### config.mk
export PLATFORM = sky130hd
export DESIGN_NAME = snapped_interval_merger
export DESIGN_NICKNAME = d
export VERILOG_FILES = /design/src/design/sim_pkg.sv /design/src/design/sim_rem_serial.sv /design/src/design/sim_merge.sv /design/src/design/snapped_interval_merger.sv
export SDC_FILE = /design/constraint.sdc
export NUM_CORES = 1
export LEC_CHECK = 0
export BUFFER_PORTS_ARGS = -buffer_cell sky130_fd_sc_hd__buf_2
export CAP_MARGIN = 30
export CORE_MARGIN = 2
export CORE_UTILIZATION = 50
export DETAILED_ROUTE_END_ITERATION = 10
export PLACE_DENSITY = 0.68
export SLEW_MARGIN = 30
export SYNTH_ARGS = -nofsm -noshare
export SYNTH_HDL_FRONTEND = slang
export SYNTH_SLANG_ARGS = --single-unit
### constraint.sdc
create_clock -name clock -period 10.7 [get_ports clock]
set_input_delay 2.675 -clock clock [delete_from_list [all_inputs] [get_ports clock]]
set_output_delay 2.675 -clock clock [all_outputs]
set_load 0.05 [all_outputs]
### src/design/sim_pkg.sv
`timescale 1ns / 1ps
// ----------------------------------------------------------------------------
// Snapped interval merger package
// Widths, register codes and word types shared by the merger modules.
// ----------------------------------------------------------------------------
package sim_pkg;

   localparam int TIME_BITS = 40;
   localparam int END_BITS  = TIME_BITS + 1;
   localparam int GRID_BITS = 21;

   // Width of the end-snapping sum: end plus an addend of up to 2^GRID_BITS.
   localparam int SUM_BITS  = ((TIME_BITS > GRID_BITS + 1) ? TIME_BITS : GRID_BITS + 1) + 1;

   // Iteration counter of the serial remainder unit, able to hold TIME_BITS.
   localparam int CNT_BITS  = $clog2(TIME_BITS + 1);

   localparam logic [GRID_BITS-1:0] GRID_RESET = GRID_BITS'(60);
   localparam logic [END_BITS-1:0]  END_MAX    = '1;

   // Configuration port: byte address bits and register index codes.
   localparam int   CSR_ADDR_BITS = 3;
   localparam int   CSR_DATA_BITS = 32;
   localparam logic REG_SNAP_GRID = 1'b0;

   typedef struct packed {
      logic [TIME_BITS-1:0] start_time;
      logic [TIME_BITS-1:0] end_time;
      logic                 last_in_list;
   } req_type;

   typedef struct packed {
      logic [TIME_BITS-1:0] merged_start;
      logic [END_BITS-1:0]  merged_end;
      logic                 ends_list;
      logic                 last_of_run;
   } rsp_type;

   // One snapped interval handed from the snapping stage to the merge stage.
   typedef struct packed {
      logic [TIME_BITS-1:0] snap_start;
      logic [END_BITS-1:0]  snap_end;
      logic                 last;
   } snap_type;

endpackage

### src/design/sim_rem_serial.sv
`timescale 1ns / 1ps
// ----------------------------------------------------------------------------
// Serial remainder unit
// Restoring division, one dividend bit per cycle; keeps only the remainder.
// ----------------------------------------------------------------------------
module sim_rem_serial (
   input  logic                          clock,
   input  logic                          reset,
   input  logic                          load,
   input  logic [sim_pkg::TIME_BITS-1:0] dividend,
   input  logic [sim_pkg::GRID_BITS-1:0] divisor,
   output logic                          busy,
   output logic [sim_pkg::GRID_BITS-1:0] remainder
);

   logic [sim_pkg::CNT_BITS-1:0]  count_ff, count_in;
   logic [sim_pkg::TIME_BITS-1:0] shift_ff, shift_in;
   logic [sim_pkg::GRID_BITS-1:0] rem_ff, rem_in;
   logic [sim_pkg::GRID_BITS:0]   trial;

   always_comb begin
      count_in = count_ff;
      shift_in = shift_ff;
      rem_in   = rem_ff;
      trial    = {rem_ff, shift_ff[sim_pkg::TIME_BITS-1]};
      if (load) begin
         count_in = sim_pkg::CNT_BITS'(sim_pkg::TIME_BITS);
         shift_in = dividend;
         rem_in   = '0;
      end else if (count_ff != '0) begin
         count_in = count_ff - 1'b1;
         shift_in = {shift_ff[sim_pkg::TIME_BITS-2:0], 1'b0};
         // The trial stays below twice the divisor, so the difference fits.
         if (trial >= {1'b0, divisor}) begin
            rem_in = sim_pkg::GRID_BITS'(trial - {1'b0, divisor});
         end else begin
            rem_in = trial[sim_pkg::GRID_BITS-1:0];
         end
      end
   end

   always_ff @(posedge clock) begin
      if (reset) begin
         count_ff <= '0;
      end else begin
         count_ff <= count_in;
      end
      shift_ff <= shift_in;
      rem_ff   <= rem_in;
   end

   assign busy      = (count_ff != '0);
   assign remainder = rem_ff;

endmodule

### src/design/sim_merge.sv
`timescale 1ns / 1ps
// ----------------------------------------------------------------------------
// Interval merge stage
// Holds the open merged interval and a two-word result queue.
// ----------------------------------------------------------------------------
module sim_merge (
   input  logic              clock,
   input  logic              reset,
   input  logic              merge_valid,
   input  sim_pkg::snap_type merge_data,
   output logic              queue_empty,
   output logic              rsp_valid,
   input  logic              rsp_ready,
   output sim_pkg::rsp_type  rsp_data
);

   logic                          open_valid_ff, open_valid_in;
   logic [sim_pkg::TIME_BITS-1:0] open_start_ff, open_start_in;
   logic [sim_pkg::END_BITS-1:0]  open_end_ff, open_end_in;
   sim_pkg::rsp_type              slot_ff [2];
   sim_pkg::rsp_type              slot_in [2];
   logic [1:0]                    count_ff, count_in;
   logic                          hit;
   logic                          brk;
   logic [sim_pkg::TIME_BITS-1:0] upd_start;
   logic [sim_pkg::END_BITS-1:0]  upd_end;
   sim_pkg::rsp_type              brk_word;
   sim_pkg::rsp_type              flush_word;

   always_comb begin
      hit = open_valid_ff && ({1'b0, merge_data.snap_start} <= open_end_ff);
      brk = open_valid_ff && !hit;

      if (hit) begin
         upd_start = open_start_ff;
         upd_end   = (merge_data.snap_end > open_end_ff) ? merge_data.snap_end : open_end_ff;
      end else begin
         upd_start = merge_data.snap_start;
         upd_end   = merge_data.snap_end;
      end

      brk_word.merged_start = open_start_ff;
      brk_word.merged_end   = open_end_ff;
      brk_word.ends_list    = 1'b0;
      brk_word.last_of_run  = !merge_data.last;

      flush_word.merged_start = upd_start;
      flush_word.merged_end   = upd_end;
      flush_word.ends_list    = 1'b1;
      flush_word.last_of_run  = 1'b1;

      open_valid_in = open_valid_ff;
      open_start_in = open_start_ff;
      open_end_in   = open_end_ff;
      slot_in[0]    = slot_ff[0];
      slot_in[1]    = slot_ff[1];
      count_in      = count_ff;

      // A merge is only issued into an empty queue, so it never meets a pop.
      if (merge_valid) begin
         if (merge_data.last) begin
            open_valid_in = 1'b0;
            open_start_in = '0;
            open_end_in   = '0;
         end else begin
            open_valid_in = 1'b1;
            open_start_in = upd_start;
            open_end_in   = upd_end;
         end
         if (brk) begin
            slot_in[0] = brk_word;
            slot_in[1] = flush_word;
         end else begin
            slot_in[0] = flush_word;
         end
         count_in = {1'b0, brk} + {1'b0, merge_data.last};
      end else if (rsp_valid && rsp_ready) begin
         slot_in[0] = slot_ff[1];
         count_in   = count_ff - 1'b1;
      end
   end

   always_ff @(posedge clock) begin
      if (reset) begin
         open_valid_ff <= 1'b0;
         open_start_ff <= '0;
         open_end_ff   <= '0;
         count_ff      <= '0;
      end else begin
         open_valid_ff <= open_valid_in;
         open_start_ff <= open_start_in;
         open_end_ff   <= open_end_in;
         count_ff      <= count_in;
      end
      slot_ff[0] <= slot_in[0];
      slot_ff[1] <= slot_in[1];
   end

   assign queue_empty = (count_ff == '0);
   assign rsp_valid   = (count_ff != '0);
   assign rsp_data    = slot_ff[0];

endmodule

### src/design/snapped_interval_merger.sv
`timescale 1ns / 1ps
// Each accepted word passes the divide, snap and merge states; the merge waits for an empty
// result queue. A new word is taken only in idle, after the last one has merged. The remainder
// units take one dividend bit per cycle; result words drain while the next word divides.
// Reset (synchronous, active high): no open interval, empty result queue, snap_grid = 60.
// ----------------------------------------------------------------------------
// Snapped interval merger
// Snaps interval starts down and ends up to a grid, then merges overlapping
// intervals of a sorted list into one open interval that is emitted on a break
// or at the end of the list.
// ----------------------------------------------------------------------------
module snapped_interval_merger (
   input  logic                              clock,
   input  logic                              reset,
   input  logic                              req_valid,
   output logic                              req_ready,
   input  sim_pkg::req_type                  req_data,
   output logic                              rsp_valid,
   input  logic                              rsp_ready,
   output sim_pkg::rsp_type                  rsp_data,
   input  logic                              psel,
   input  logic                              penable,
   input  logic                              pwrite,
   input  logic [sim_pkg::CSR_ADDR_BITS-1:0] paddr,
   input  logic [sim_pkg::CSR_DATA_BITS-1:0] pwdata,
   output logic [sim_pkg::CSR_DATA_BITS-1:0] prdata,
   output logic                              pready
);

   // The sequencer steps through accept, divide, snap and merge. Each state
   // is one bit of the code so that a decode is a single flop.
   typedef enum logic [3:0] {
      ST_IDLE   = 4'b0001,
      ST_DIVIDE = 4'b0010,
      ST_SNAP   = 4'b0100,
      ST_MERGE  = 4'b1000
   } state_type;

   state_type                     state_ff, state_in;
   logic [sim_pkg::GRID_BITS-1:0] snap_grid_ff, snap_grid_in;
   logic [sim_pkg::GRID_BITS-1:0] grid_ff;
   logic [sim_pkg::TIME_BITS-1:0] start_hold_ff;
   logic [sim_pkg::TIME_BITS-1:0] end_hold_ff;
   logic                          last_hold_ff;
   sim_pkg::snap_type             snap_ff, snap_in;

   logic                          req_fire;
   logic                          csr_write;
   logic                          div_busy_s;
   logic                          div_busy_e;
   logic [sim_pkg::GRID_BITS-1:0] rem_s;
   logic [sim_pkg::GRID_BITS-1:0] rem_e;
   logic [sim_pkg::GRID_BITS:0]   end_add;
   logic [sim_pkg::SUM_BITS-1:0]  end_sum;
   logic                          merge_fire;
   logic                          queue_empty;

   // ------------------------------------------------------------------
   // Configuration port. The register index is the word address bit, so
   // a write to any other word is dropped. pready is tied high.
   // ------------------------------------------------------------------
   assign pready    = 1'b1;
   assign csr_write = psel && penable && pwrite && pready
                      && (paddr[2] == sim_pkg::REG_SNAP_GRID);

   always_comb begin
      snap_grid_in = snap_grid_ff;
      if (csr_write) begin
         snap_grid_in = pwdata[sim_pkg::GRID_BITS-1:0];
      end
   end

   always_comb begin
      prdata = '0;
      if (paddr[2] == sim_pkg::REG_SNAP_GRID) begin
         prdata = sim_pkg::CSR_DATA_BITS'(snap_grid_ff);
      end
   end

   // ------------------------------------------------------------------
   // Sequencer. A new word is taken only in idle; the result queue keeps
   // draining while the next word divides.
   // ------------------------------------------------------------------
   assign req_ready  = (state_ff == ST_IDLE);
   assign req_fire   = req_valid && req_ready;
   assign merge_fire = (state_ff == ST_MERGE) && queue_empty;

   always_comb begin
      state_in = state_ff;
      unique case (state_ff)
         ST_IDLE: begin
            if (req_fire) begin
               state_in = ST_DIVIDE;
            end
         end
         ST_DIVIDE: begin
            if (!div_busy_s) begin
               state_in = ST_SNAP;
            end
         end
         ST_SNAP: begin
            state_in = ST_MERGE;
         end
         ST_MERGE: begin
            if (queue_empty) begin
               state_in = ST_IDLE;
            end
         end
         default: begin
            state_in = ST_IDLE;
         end
      endcase
   end

   always_ff @(posedge clock) begin
      if (reset) begin
         state_ff     <= ST_IDLE;
         snap_grid_ff <= sim_pkg::GRID_RESET;
      end else begin
         state_ff     <= state_in;
         snap_grid_ff <= snap_grid_in;
      end
   end

   // The word and the grid are captured at accept. A zero grid acts as one,
   // which leaves the times unsnapped.
   always_ff @(posedge clock) begin
      if (req_fire) begin
         start_hold_ff <= req_data.start_time;
         end_hold_ff   <= req_data.end_time;
         last_hold_ff  <= req_data.last_in_list;
         grid_ff       <= (snap_grid_ff == '0) ? sim_pkg::GRID_BITS'(1) : snap_grid_ff;
      end
   end

   // ------------------------------------------------------------------
   // Two bit-serial remainder units, one for the start and one for the end.
   // They are loaded together and finish together.
   // ------------------------------------------------------------------
   sim_rem_serial u_rem_start (
      .clock     (clock),
      .reset     (reset),
      .load      (req_fire),
      .dividend  (req_data.start_time),
      .divisor   (grid_ff),
      .busy      (div_busy_s),
      .remainder (rem_s)
   );

   sim_rem_serial u_rem_end (
      .clock     (clock),
      .reset     (reset),
      .load      (req_fire),
      .dividend  (req_data.end_time),
      .divisor   (grid_ff),
      .busy      (div_busy_e),
      .remainder (rem_e)
   );

   // ------------------------------------------------------------------
   // Snapping. The start drops its remainder. The end rises by the gap to
   // the next grid line and saturates at the largest merged end.
   // ------------------------------------------------------------------
   always_comb begin
      end_add = {1'b0, grid_ff} - {1'b0, rem_e};
      end_sum = sim_pkg::SUM_BITS'(end_hold_ff) + sim_pkg::SUM_BITS'(end_add);

      snap_in            = snap_ff;
      if (state_ff == ST_SNAP) begin
         snap_in.snap_start = start_hold_ff - sim_pkg::TIME_BITS'(rem_s);
         snap_in.last       = last_hold_ff;
         if (rem_e == '0) begin
            snap_in.snap_end = sim_pkg::END_BITS'(end_hold_ff);
         end else if (end_sum > sim_pkg::SUM_BITS'(sim_pkg::END_MAX)) begin
            snap_in.snap_end = sim_pkg::END_MAX;
         end else begin
            snap_in.snap_end = end_sum[sim_pkg::END_BITS-1:0];
         end
      end
   end

   always_ff @(posedge clock) begin
      snap_ff <= snap_in;
   end

   // ------------------------------------------------------------------
   // Merge stage and result queue.
   // ------------------------------------------------------------------
   sim_merge u_merge (
      .clock       (clock),
      .reset       (reset),
      .merge_valid (merge_fire),
      .merge_data  (snap_ff),
      .queue_empty (queue_empty),
      .rsp_valid   (rsp_valid),
      .rsp_ready   (rsp_ready),
      .rsp_data    (rsp_data)
   );

   // ------------------------------------------------------------------
   // Assertions.
   // ------------------------------------------------------------------

   // The two remainder units are loaded together and must stay in step.
   a_div_lockstep: assert property (@(posedge clock) disable iff (reset)
      div_busy_s == div_busy_e)
      else $error("remainder units out of step");

   // An accepted word starts both remainder units and the divide state.
   a_accept_divides: assert property (@(posedge clock) disable iff (reset)
      req_fire |=> (state_ff == ST_DIVIDE) && div_busy_s)
      else $error("accepted word did not start the divide");

   // Snapping reads the remainders only once the division is complete.
   a_snap_after_div: assert property (@(posedge clock) disable iff (reset)
      (state_ff == ST_SNAP) |-> !div_busy_s && !div_busy_e)
      else $error("snap while the remainder units are still busy");

   // A merge of a list's final word writes into an empty queue, so a word is pending right after it.
   a_merge_queue: assert property (@(posedge clock) disable iff (reset)
      merge_fire && snap_ff.last |=> rsp_valid)
      else $error("end of list produced no result word");

endmodule

Word-level counts from Yosys, hierarchy flattened
Memory sizes are Yosys's and may differ from the RTL's.
Index checks and enable logic that the tools add are counted.
- bits in registers: 427
- output and inout bits: 118
- memories: 1
- RAM bits: 166
- input bits: 123
- logic and storage cells: 96
- eq/ne operators: 7
- add/subtract/negate cells: 9
- reduce and logical (&&, ||, !) cells: 21
- mux-type cells: 30
- bitwise gates (word level): 1
- order comparisons: 5
- memories (memory ; depth ; width ; rd ports ; clocked after memory_dff ; write ports ; RTL line ; RTL):
    u_merge.slot_ff ; 2 ; 83 ; 2 ; 0 ; 2 ; sim_merge.sv:20 ; sim_pkg::rsp_type slot_ff [2];
- operator list (cell ; number):
    two-way mux 83 bit ; 5
    two-way mux 40 bit ; 7
    two-way mux 41 bit ; 4
    two-way mux 21 bit ; 3
    greater-or-equal comparator 22 x 21 -> 1 bit ; 2
    logical NOT 21 bit ; 2
    subtractor 21 bit ; 2
    adder 40 x 22 -> 41 bit ; 1
    greater-than comparator 41 bit ; 1
    greater-than comparator 41 bit (second input constant) ; 1
    <= comparator 40 x 41 -> 1 bit ; 1
    subtractor 40 x 21 -> 40 bit ; 1
    two-way mux 6 bit ; 4
    subtractor 21 x 21 -> 22 bit ; 1
    case mux 4 bit (4 select lines) ; 1
    two-way mux 4 bit ; 3
    nonzero test 6 bit ; 2
    subtractor 6 x 1 -> 6 bit (second input constant) ; 2
    logical AND 1 bit ; 8
    nonzero test 2 bit ; 4
    equality test 4 x 1 -> 1 bit (second input constant) ; 1
    equality test 4 x 2 -> 1 bit (second input constant) ; 1
    equality test 4 x 3 -> 1 bit (second input constant) ; 1
    equality test 4 bit (second input constant) ; 1
    11 further kinds ; 14

Depth between registers and ports, before layout
Gate-level depths: netlist of run 1.
- depth after elaboration: 6
- mapped depth: 21
- depth with buffers taken out: 21

By module
From an unflattened synthesis of run 1, not the netlist that was laid out.
- cell total of the unflattened synthesis: 3081
- area, all modules: 32363.5 sq um
- modules (own cells, without submodules) (module ; cells an instance ; times used ; sequential area each (sq um) ; area each (sq um)):
    sim_merge ; 1230 ; 1 ; 6606.3 ; 12899.9
    snapped_interval_merger ; 1049 ; 1 ; 6025.8 ; 11360.9
    sim_rem_serial ; 401 ; 2 ; 1741.7 ; 4051.4

Worst setup path before layout of run 1
Ideal clock, no wire load.
- kind: reg-to-reg
- start: reg state_ff[2]
- end: reg state_ff[3]
- library setup time: 0.096 ns
- path slack: 0.787 ns
- buffers on the path: 0
- data arrival time: 9.817 ns
- clock period less this slack: 9.913 ns
- stages on the path, launching flop included: 3
- required time: 10.604 ns
- cell sequence: dfxtp_1 > nor4b_1 > o21ba_2
- cells in the longest elaborated chain, start to end: 4
- elaborated cells on any way between the ends: 10
- those cells by class: 7 x eq/ne; 1 x mux; 2 x reduce/logical
- ends and longest elaborated chain (element ; RTL line ; RTL):
    from (decl) ; snapped_interval_merger.sv:39 ; state_type state_ff, state_in;
    from (signal assigned) ; snapped_interval_merger.sv:120 ; state_ff <= state_in;
    equality test 4 x 1 -> 1 bit ; snapped_interval_merger.sv:84, snapped_interval_merger.sv:90 ;
    logical AND 1 bit ; snapped_interval_merger.sv:85 ; assign req_fire = req_valid && req_ready;
    inequality test 2 x 1 -> 1 bit (no line) ; n/a ;
    AND reduction 3 bit (no line) ; n/a ;
Parallel ways exist; a longest one is shown, timed or not.
A chain may end at the register's enable or synchronous reset.

Worst setup path in the final report of run 1
- start: in paddr[2] (netlist name)
- end: out prdata[15] (netlist name)
- cells in the longest elaborated chain, start to end: 1
- ends and longest elaborated chain (element ; RTL line ; RTL):
    from (decl) ; snapped_interval_merger.sv:24 ; input logic [sim_pkg::CSR_ADDR_BITS-1:0] paddr,
    two-way mux 21 bit ; snapped_interval_merger.sv:75 ; if (paddr[2] == sim_pkg::REG_SNAP_GRID) begin
    to (decl) ; snapped_interval_merger.sv:26 ; output logic [sim_pkg::CSR_DATA_BITS-1:0] prdata,
No other way between the ends.

==> run_results.csv, run 1 <==
group,metric,value,unit
synthesis,synthFlopType,"edfxtp_1",
critical_path,cp-end-kind,"primary output",
final_layout,final_area,0.03448,mm2
final_layout,syn2layout_area_growth,10.07,%
drt,wl_per_cell,19.34,um
floorplan,num_rows,91,
drt,ant_nets,0,
critical_path,worstPathMaxFanout,23,
hold_path,hold_class,"register to register",
drt,viasPerCell,5.593,
critical_path,critical_path_class,"primary input to primary output",
timing,fmax,165.5,MHz
synthesis,syn_area,0.03132,mm2
final_layout,layout_commonest_cell,"nand2_1",
timing,finalCritPeriodShare,56.46,%
placed_design,dp_hpwl,56090,um
clock_tree,cts_max_level,2,
floorplan,die-area,0.06467,mm2
floorplan,io_pins,241,
placed_design,place.gp.congestion,0.8889,
power,p_leak,13.78,nW
global_route,grt_max_degree,87,
timing,finalMaxSlewViolations,0,
placed_design,place_area,0.03249,mm2
critical_path,crit_path_start_kind,"primary input",
synthesis,syn_avg_cell_area,10.26,um2
floorplan,design.core.area,0.06183,mm2
synthesis,synthCells,3054,
floorplan,die_height,254.3,um
drt,drt_pass1_iterations,5,
clock_tree,cts_tree,"done",
drt,drc_errors,0,
synthesis,yosysUniqueCellTypes,75,
critical_path,path_cells,"buf_2, nor2b_1, buf_2",
clock_tree,insertion_delay,0.64,ns
power,ir_drop,0.2141,mV
final_layout,diodes,0,
synthesis,synth_edf_count,428,
critical_path,crit_required,8.03,ns
timing,hold_viol,0,
critical_path,cpMostUsedCell,"buf_2",
global_route,antenna_found_initial,1,
run_status,status,"finished, final reports clean",
timing,rsz0062_at_grt,"no",
clock_tree,clockBufferDepth,3,
clock_tree,root_buffer,"clkbuf_16",
global_route,first_global_vias,21810,
final_layout,final_net_count,3448,
timing,finalSetupViolCount,0,
critical_path,arrival,3.37,ns
clock_tree,clk_pin_slew_worst_paths,0.06,ns
drt,routed_wl,77640,um
timing,setup_tns,0,ns
timing,slew_headroom,33.96,%
critical_path,max_stage_delay,0.28,ns
critical_path,cpMaxStageDelayCell,"buf_2",
drt,vias,22450,
floorplan,start_util,50.66,%
synthesis,seq_area_frac_synth,51.45,%
drt,drt_iter0_markers,1460,
timing,finalCriticalPeriod,6.041,ns
placed_design,port_buffers,215,
clock_tree,numCtsBuffers,61,
clock_tree,cts.sinks,591,
global_route,track_usage,23.85,%
critical_path,critPathTopFamily,"buffers and inverters",
power,p_per_area,247.9,mW/mm2
timing,fin_skew,0.02328,ns
final_layout,fillers,5398,
synthesis,async_flop_share,0,%
clock_tree,postCtsHoldBufs,0,
final_layout,drive_gt1_share,12.84,%
job,cap_violations,0,
synthesis,yosys_warnings,0,
floorplan,chipWidth,254.3,um
timing,tightest_slew,0.9907,ns
critical_path,crit_buf_inv,2,
clock_tree,cts_resized,0,
final_layout,layout_common_cells,"nand2_1 (509), edfxtp_1 (428), o21ai_0 (230)",
clock_tree,post_cts_buffers,0,
global_route,grt_pass1_wl,120200,um
synthesis,ys_ff_latch,591,
global_route,grt_overflow,0,
[final timing paths]
kind                                   start          end  slack [ns]  depth (start not counted)
worst max-delay path                paddr[2]   prdata[15]        4.66                          3
worst min-delay path            last_hold_ff   snap_ff[0]        0.43                          0
worst min register to register  last_hold_ff   snap_ff[0]        0.43                          0
worst max register to register    grid_ff[1]  snap_ff[38]        5.51                         19
[cell usage after synthesis, types with 8 or more instances]
master    count  area [um2]
mux2i_1      83       830.8
a21boi_0      8       60.06
nand4_1      30       187.7
a211oi_1     30       225.2
a22o_1       40       350.3
nor4_1       24       150.1
o211ai_1     17       127.6
and4_1        9       78.83
and3_1       17       106.4
a22oi_1      42       315.3
nor3_1       39       195.2
mux2_2       43       484.2
o21ai_0     230        1151
xnor2_1      72       630.6
inv_1       145       544.3
o21a_1       25       187.7
nor2b_1      37       231.5
nand2_1     514        1929
xor2_1       47       411.6
nand3b_1      8       60.06
dfxtp_1     163        3263
nand2b_1     25       156.4
ha_1        193        2415
buf_4        95       713.2
nand3_1      36       180.2
or3_1        10       62.56
buf_2        16       80.08
nor2_1      162       608.1
a21oi_1     173       865.8
o31ai_1      10       75.07
edfxtp_1    428       12850
clkbuf_1    124       465.5
a31oi_1      14       87.58
a21o_1       42       315.3
[power breakdown]
part | total, mW | internal, mW | switching (mW)
Clock | 2.08 | 1.17 | 0.909
Combinational | 3.30 | 1.25 | 2.05
Sequential | 3.17 | 2.97 | 0.197
[metrics by stage]
stage | total power [mW] | hold slack (ns) | worst slack, ns | util, % | cells
6_report | 8.547 | 0.4314 | 4.659 | 55.77 | 4014
5_1_grt | 9.109 | 0.4480 | 4.577 | 55.77 | 4014
4_1_cts | 8.576 | 0.4348 | 4.645 | 55.73 | 4013
3_5_place_dp | 6.470 | 0.4296 | 4.667 | 52.55 | 3900
3_3_place_gp | 6.358 | 0.4126 | 4.707 | 52.52 | 3900
2_1_floorplan | 5.669 | 0.4003 | 0.7866 | - | 3064
[registers in the layout, summed over array words and instances, names as in the netlist]
name / count
u_rem_start.remainder: 21
last_hold_ff: 1
u_merge.open_valid_ff: 1
state_ff: 4
u_merge.open_end_ff: 41
u_merge.count_ff: 2
u_rem_start.count_ff: 6
end_hold_ff: 40
u_merge.slot_ff: 164
u_rem_start.shift_ff: 40
snap_ff: 82
u_merge.open_start_ff: 40
u_rem_end.count_ff: 6
grid_ff: 21
start_hold_ff: 40
u_rem_end.shift_ff: 40
snap_grid_ff: 21
u_rem_end.remainder: 21
[layer usage]
metal / wire, um / share of wire (%) / track usage, % / vias up
met4: 3511 / 4.5 / 10.55 / 0
met5: 0 / 0 / 0 / -
met1: 33310 / 43 / 30.50 / 10710
met3: 3385 / 4.4 / 3.031 / 160
li1: - / - / - / 11020
met2: 37440 / 48 / 40.61 / 568
[final cells by class]
class | count | area, um2 | area share (%)
Multi-Input combinational cell | 2090 | 13540 | 39.27
Clock buffer | 77 | 1627 | 4.718
Inverter | 145 | 549.3 | 1.593
Clock inverter | 36 | 335.3 | 0.9726
Sequential cell | 591 | 16120 | 46.74
Timing Repair Buffer | 238 | 1265 | 3.669
Tap cell | 837 | 1047 | 3.037
[cells by family (layout without fill, tap and decap cells)]
group	count (synthesis)	after routing	synth area share, %
and+or+nand+nor	941	941	13.37
AOI/OAI and AO/OA	694	694	13.81
DFF	591	591	51.45
buffers and inverters	383	496	5.792
adders and majority gates	198	198	8.029
muxes	126	126	4.198
xor gates and xnor gates	119	119	3.327
other	2	12	0.02398
(Power assumes the default switching activity.)
==> run 2: changes to the inputs <==
- ABC_AREA: unset -> 1
- PLACE_DENSITY: 0.68 -> 0.71
- clock period: 10.7 -> 5 ns (I/O delays scaled with it)
==> run_results.csv, run 2 <==
group,metric,value,unit
hold_path,hold_class,"register to register",
clock_tree,cts_tree,"done",
drt,drc_errors,0,
floorplan,die_height,260.5,um
global_route,first_global_vias,23560,
critical_path,path_cells,"inv_1, ha_1, fa_1, o21ai_0, buf_4, a21oi_1, o21ai_0, nand2_1, nand2_1, xor2_1, ha_1, a21oi_1, inv_1, a21oi_1, a21boi_0, o311ai_0, or2_2, nand3_1, nand2_1",
synthesis,synthFlopType,"edfxtp_1",
synthesis,synth_edf_count,428,
critical_path,crit_required,5.34,ns
final_layout,largest_register_ffs,164,
power,p_leak,15.14,nW
final_layout,layout_commonest_cell,"nand2_1",
floorplan,start_util,50.31,%
synthesis,synth_fa_ha_area_share,7.645,%
clock_tree,clockBufferDepth,3,
final_layout,final_area,0.03620,mm2
timing,setup_tns,0,ns
synthesis,syn_area,0.03290,mm2
timing,rsz0062_at_grt,"no",
clock_tree,root_buffer,"clkbuf_16",
placed_design,place.gp.congestion,0.9277,
floorplan,io_pins,241,
timing,hold-worst-slack,0.4261,ns
synthesis,synth_mux_area_share,0,%
synthesis,async_flop_share,0,%
critical_path,arrival,4.74,ns
timing,fin_skew,0.03298,ns
clock_tree,clk_pin_slew_worst_paths,0.06,ns
clock_tree,postCtsHoldBufs,0,
drt,drt_iter0_markers,2252,
synthesis,synth_compound_area_share,11.05,%
synthesis,yosysUniqueCellTypes,54,
global_route,grt_max_degree,88,
clock_tree,cts.sinks,591,
timing,finalSetupViolCount,0,
power,ir_drop,0.2483,mV
synthesis,synth-simple-area-share,21.09,%
clock_tree,numCtsBuffers,66,
synthesis,synth_top_family_by_area,"simple AND/OR/NAND/NOR gates",
final_layout,drive_gt1_share,10.88,%
clock_tree,post_cts_buffers,0,
synthesis,synth_top_area_share,39.07,%
placed_design,dp_hpwl,61660,um
synthesis,yosys_warnings,0,
timing,slew_headroom,36.37,%
critical_path,worstPathMaxFanout,4,
timing,finalMaxSlewViolations,0,
critical_path,crit_buf_inv,3,
placed_design,port_buffers,215,
synthesis,seq_area_frac_synth,48.99,%
synthesis,synth_xor_area_share,2.929,%
critical_path,crit_path_start_kind,"register",
drt,viasPerCell,5.344,
run_status,status,"finished, final reports clean",
clock_tree,insertion_delay,0.63,ns
final_layout,regMostFlops,"u_merge.slot_ff",
job,cap_violations,0,
final_layout,syn2layout_area_growth,10.04,%
floorplan,die-area,0.06786,mm2
drt,routed_wl,84100,um
synthesis,synth_area_leaders,"edfxtp_1 (39%), nand2_1 (12%), dfxtp_1 (9.9%)",
synthesis,synth_commonest_cells,"nand2_1 (1024), edfxtp_1 (428), inv_1 (347)",
floorplan,chipWidth,260.5,um
drt,drt_pass1_iterations,8,
critical_path,cp-end-kind,"register",
timing,finalCritPeriodShare,87.97,%
critical_path,critical_path_class,"register to register",
placed_design,place_area,0.03396,mm2
floorplan,design.core.area,0.06539,mm2
synthesis,synth.most_common_cell,"nand2_1",
final_layout,top_regs,"u_merge.slot_ff: 164 flops, snap_ff: 82 flops, u_merge.open_end_ff: 41 flops",
critical_path,critPathTopFamily,"compound AO/OA/AOI/OAI gates",
clock_tree,cts_max_level,3,
global_route,grt_overflow,0,
critical_path,max_stage_delay,0.47,ns
global_route,grt_pass1_wl,129900,um
final_layout,layout_common_cells,"nand2_1 (1020), edfxtp_1 (428), inv_1 (344)",
timing,hold_viol,0,
floorplan,num_rows,94,
drt,ant_nets,0,
global_route,antenna_found_initial,2,
timing,tightest_slew,0.9523,ns
timing,finalCriticalPeriod,4.399,ns
global_route,track_usage,24.55,%
clock_tree,cts_resized,0,
synthesis,yosys.area.top_type,"edfxtp_1",
power,finalPower,18.59,mW
final_layout,final_net_count,4173,
power,p_per_area,513.6,mW/mm2
critical_path,cpMaxStageDelayCell,"edfxtp_1",
drt,vias,25500,
synthesis,ys_ff_latch,591,
synthesis,synthCells,3770,
synthesis,syn_avg_cell_area,8.726,um2
timing,fmax,227.3,MHz
drt,wl_per_cell,17.62,um
[run 2: cell types whose count changed after synthesis, sizes merged, moves of 40 or more]
cell	delta
a22o	-40
nand4	+49
o21ai	-50
mux2	-43
a21oi	+116
nor2	+91
inv	+204
nand3	+98
mux2i	-83
nand2	+549
[run 2: worst reg2reg max path, cell delays in order (launching register included)]
cell and delay, ns:
edfxtp_1 0.47, inv_1 0.08, ha_1 0.24, fa_1 0.41, o21ai_0 0.22, buf_4 0.17, a21oi_1 0.09, o21ai_0 0.33
nand2_1 0.09, nand2_1 0.08, xor2_1 0.21, ha_1 0.31, a21oi_1 0.21, inv_1 0.06, a21oi_1 0.17, a21boi_0 0.28
o311ai_0 0.22, or2_2 0.31, nand3_1 0.06, nand2_1 0.13
[run 2: kinds of logic after synthesis]
kind of cell	after synthesis
and+or+nand+nor	1639
AOI/OAI and AO/OA	640
DFF	591
buffers and inverters	590
adders and majority gates	198
xor gates and xnor gates	110
other	2
[run 2: report_power, final]
part	total [mW]	leakage (nW)	switching [mW]	internal, mW
clock	4.94	1.07	2.09	2.85
sequential	6.70	5.36	0.376	6.32
combinational	6.95	8.71	4.59	2.36
[run 2: cell type report]
class | instances | area (um2)
fill | 5914 | 29190
sequential | 591 | 16120
multi-input combinational | 2599 | 14130
clock buffer | 77 | 1743
timing repair buffer | 244 | 1335
inverter | 350 | 1314
tap | 864 | 1081
clock inverter | 45 | 471.7
antenna | 2 | 5.005
[run 2: through the flow]
step                utilization (%)  std cells  setup WS (ns)
detailed placement            51.93       4647         0.6161
CTS                           55.31       4769         0.5989
floorplan                         -       3780         0.1624
finish                        55.36       4772         0.6013
global placement              51.91       4647         0.7072
global route                  55.35       4770         0.1952
[run 2: per-layer routing]
layer / wire length [um] / GRT usage (%) / part of all wire (%)
met3: 5352 / 3.671 / 6.4
met5: 0 / 0 / 0
met2: 37910 / 38.59 / 45
met1: 36950 / 33.35 / 44
met4: 3884 / 11.86 / 4.6
[run 2: path summary, 6_finish.rpt]
kind	startpoint	end	slack, ns	cells past startpoint
min reg2reg	last_hold_ff	snap_ff[0]	0.43	0
max reg2reg	grid_ff[0]	snap_ff[22]	0.60	19
max	grid_ff[0]	snap_ff[22]	0.60	19
min	last_hold_ff	snap_ff[0]	0.43	0
==> run 3: changes to the inputs <==
- CORE_MARGIN: 2 -> unset
==> run_results.csv, run 3 (same netlist as run 2, synthesis figures left out) <==
group,metric,value,unit
global_route,first_global_vias,23540,
floorplan,start_util,50.85,%
clock_tree,insertion_delay,0.62,ns
drt,viasPerCell,5.414,
power,p_leak,15.18,nW
clock_tree,cts_tree,"done",
final_layout,largest_register_ffs,164,
power,p_per_area,521.1,mW/mm2
final_layout,top_regs,"u_merge.slot_ff: 164 flops, snap_ff: 82 flops, u_merge.open_end_ff: 41 flops",
clock_tree,root_buffer,"clkbuf_16",
floorplan,chipWidth,258.5,um
critical_path,crit_path_start_kind,"register",
timing,finalCriticalPeriod,4.411,ns
hold_path,hp-start,"snap_grid_ff[9]",
drt,ant_nets,0,
timing,finalCritPeriodShare,88.22,%
critical_path,r2r_cells,18,
floorplan,die-area,0.06682,mm2
floorplan,die_height,258.5,um
hold_path,whs_endpoint,"grid_ff[9]",
clock_tree,postCtsHoldBufs,0,
final_layout,layout_common_cells,"nand2_1 (1020), edfxtp_1 (428), inv_1 (345)",
clock_tree,post_cts_buffers,0,
final_layout,layout_commonest_cell,"nand2_1",
timing,fin_skew,0.03233,ns
global_route,track_usage,24.76,%
global_route,grt_pass1_wl,129600,um
drt,drt_iter0_markers,2350,
critical_path,worstPathMaxFanout,5,
floorplan,num_rows,93,
global_route,antenna_found_initial,0,
clock_tree,cts.sinks,591,
timing,tightest_slew,0.9778,ns
floorplan,design.core.area,0.06470,mm2
clock_tree,cts_resized,0,
timing,slew_headroom,34.21,%
final_layout,diodes,0,
clock_tree,clk_pin_slew_worst_paths,0.06,ns
job,cap_violations,0,
hold_path,min_path_cells,0,
timing,hold_viol,0,
placed_design,dp_hpwl,60780,um
drt,wl_per_cell,17.58,um
hold_path,hold_class,"register to register",
placed_design,port_buffers,215,
timing,finalMaxSlewViolations,0,
timing,setup_tns,0,ns
critical_path,arrival,4.75,ns
run_status,status,"finished, final reports clean",
critical_path,critical_path_class,"register to register",
floorplan,io_pins,241,
final_layout,post-route-util,56.08,%
critical_path,timing.rr.start,"grid_ff[1]",
final_layout,syn2layout_area_growth,10.28,%
final_layout,drive_gt1_share,10.95,%
critical_path,cp-end-kind,"register",
timing,finalSetupViolCount,0,
final_layout,final_net_count,4173,
timing,fmax,226.7,MHz
placed_design,place.gp.congestion,0.9581,
drt,drt_pass1_iterations,6,
critical_path,reg2reg_to,"snap_ff[33]",
critical_path,ff2ff_setup_slack,0.59,ns
clock_tree,clockBufferDepth,3,
power,ir_drop,0.3000,mV
drt,routed_wl,83710,um
critical_path,crit_required,5.34,ns
global_route,grt_max_degree,87,
timing,rsz0062_at_grt,"no",
clock_tree,numCtsBuffers,67,
global_route,grt_overflow,0,
final_layout,regMostFlops,"u_merge.slot_ff",
drt,drc_errors,0,
clock_tree,cts_max_level,3,
drt,vias,25780,
run 3: where the power goes:
part	internal (mW)	switching, mW
clock network	3.17	2.05
registers	6.33	0.371
logic	2.35	4.63
run 3: area by class of cell:
type                       count  area (um2)
fill                        5841       28420
sequential                   591       16120
multi-input combinational   2599       14120
clock buffer                  85        1817
inverter                     350        1314
timing repair buffer         243        1310
tap                          855        1070
clock inverter                39       531.8
run 3: critical path, stage by stage, from the launching register on:
cell,delay (ns)
edfxtp_1,0.51
inv_1,0.19
fa_1,0.48
o21ai_0,0.20
buf_4,0.17
a21oi_1,0.11
o21ai_0,0.35
nand2_1,0.09
nand2_1,0.09
xor2_1,0.09
ha_1,0.35
inv_1,0.10
nor4_1,0.44
nand2_1,0.15
nor4_1,0.18
nand2_1,0.09
nand2_1,0.22
nand3_1,0.18
xnor2_1,0.18
run 3: per-stage QoR:
stage	power, mW	instances	area [um2]	setup WS [ns]	hold WS [ns]
2_1_floorplan	11.90	3780	32940	0.1624	0.4003
4_1_cts	18.91	4762	36280	0.6544	0.4102
6_report	18.91	4762	36280	0.5891	0.4147
3_3_place_gp	13.55	4637	33910	0.7619	0.4038
3_5_place_dp	13.64	4638	33930	0.6605	0.4045
5_1_grt	20.09	4762	36280	0.2329	0.4192
run 3: worst max-delay path by stage:
stage | startpoint | end | slack, ns | cells past startpoint
4_1_cts | grid_ff[1] | snap_ff[33] | 0.65 | 18
3_3_place_gp | grid_ff[1] | snap_ff[33] | 0.76 | 18
3_5_place_dp | grid_ff[1] | snap_ff[33] | 0.66 | 18
6_report | grid_ff[1] | snap_ff[33] | 0.59 | 18
5_1_grt | grid_ff[0] | snap_ff[39] | 0.23 | 20
2_1_floorplan | state_ff[3] | end_hold_ff[0] | 0.16 | 6
run 3: routing by layer:
metal  share of wire, %  vias to the layer above  GRT usage, %
met5                  0                        -             0
met4                4.0                        0         10.44
met3                6.7                      147         3.179
met2                 45                      917         38.55
met1                 45                    11910         34.82
li1                   -                    12810             -
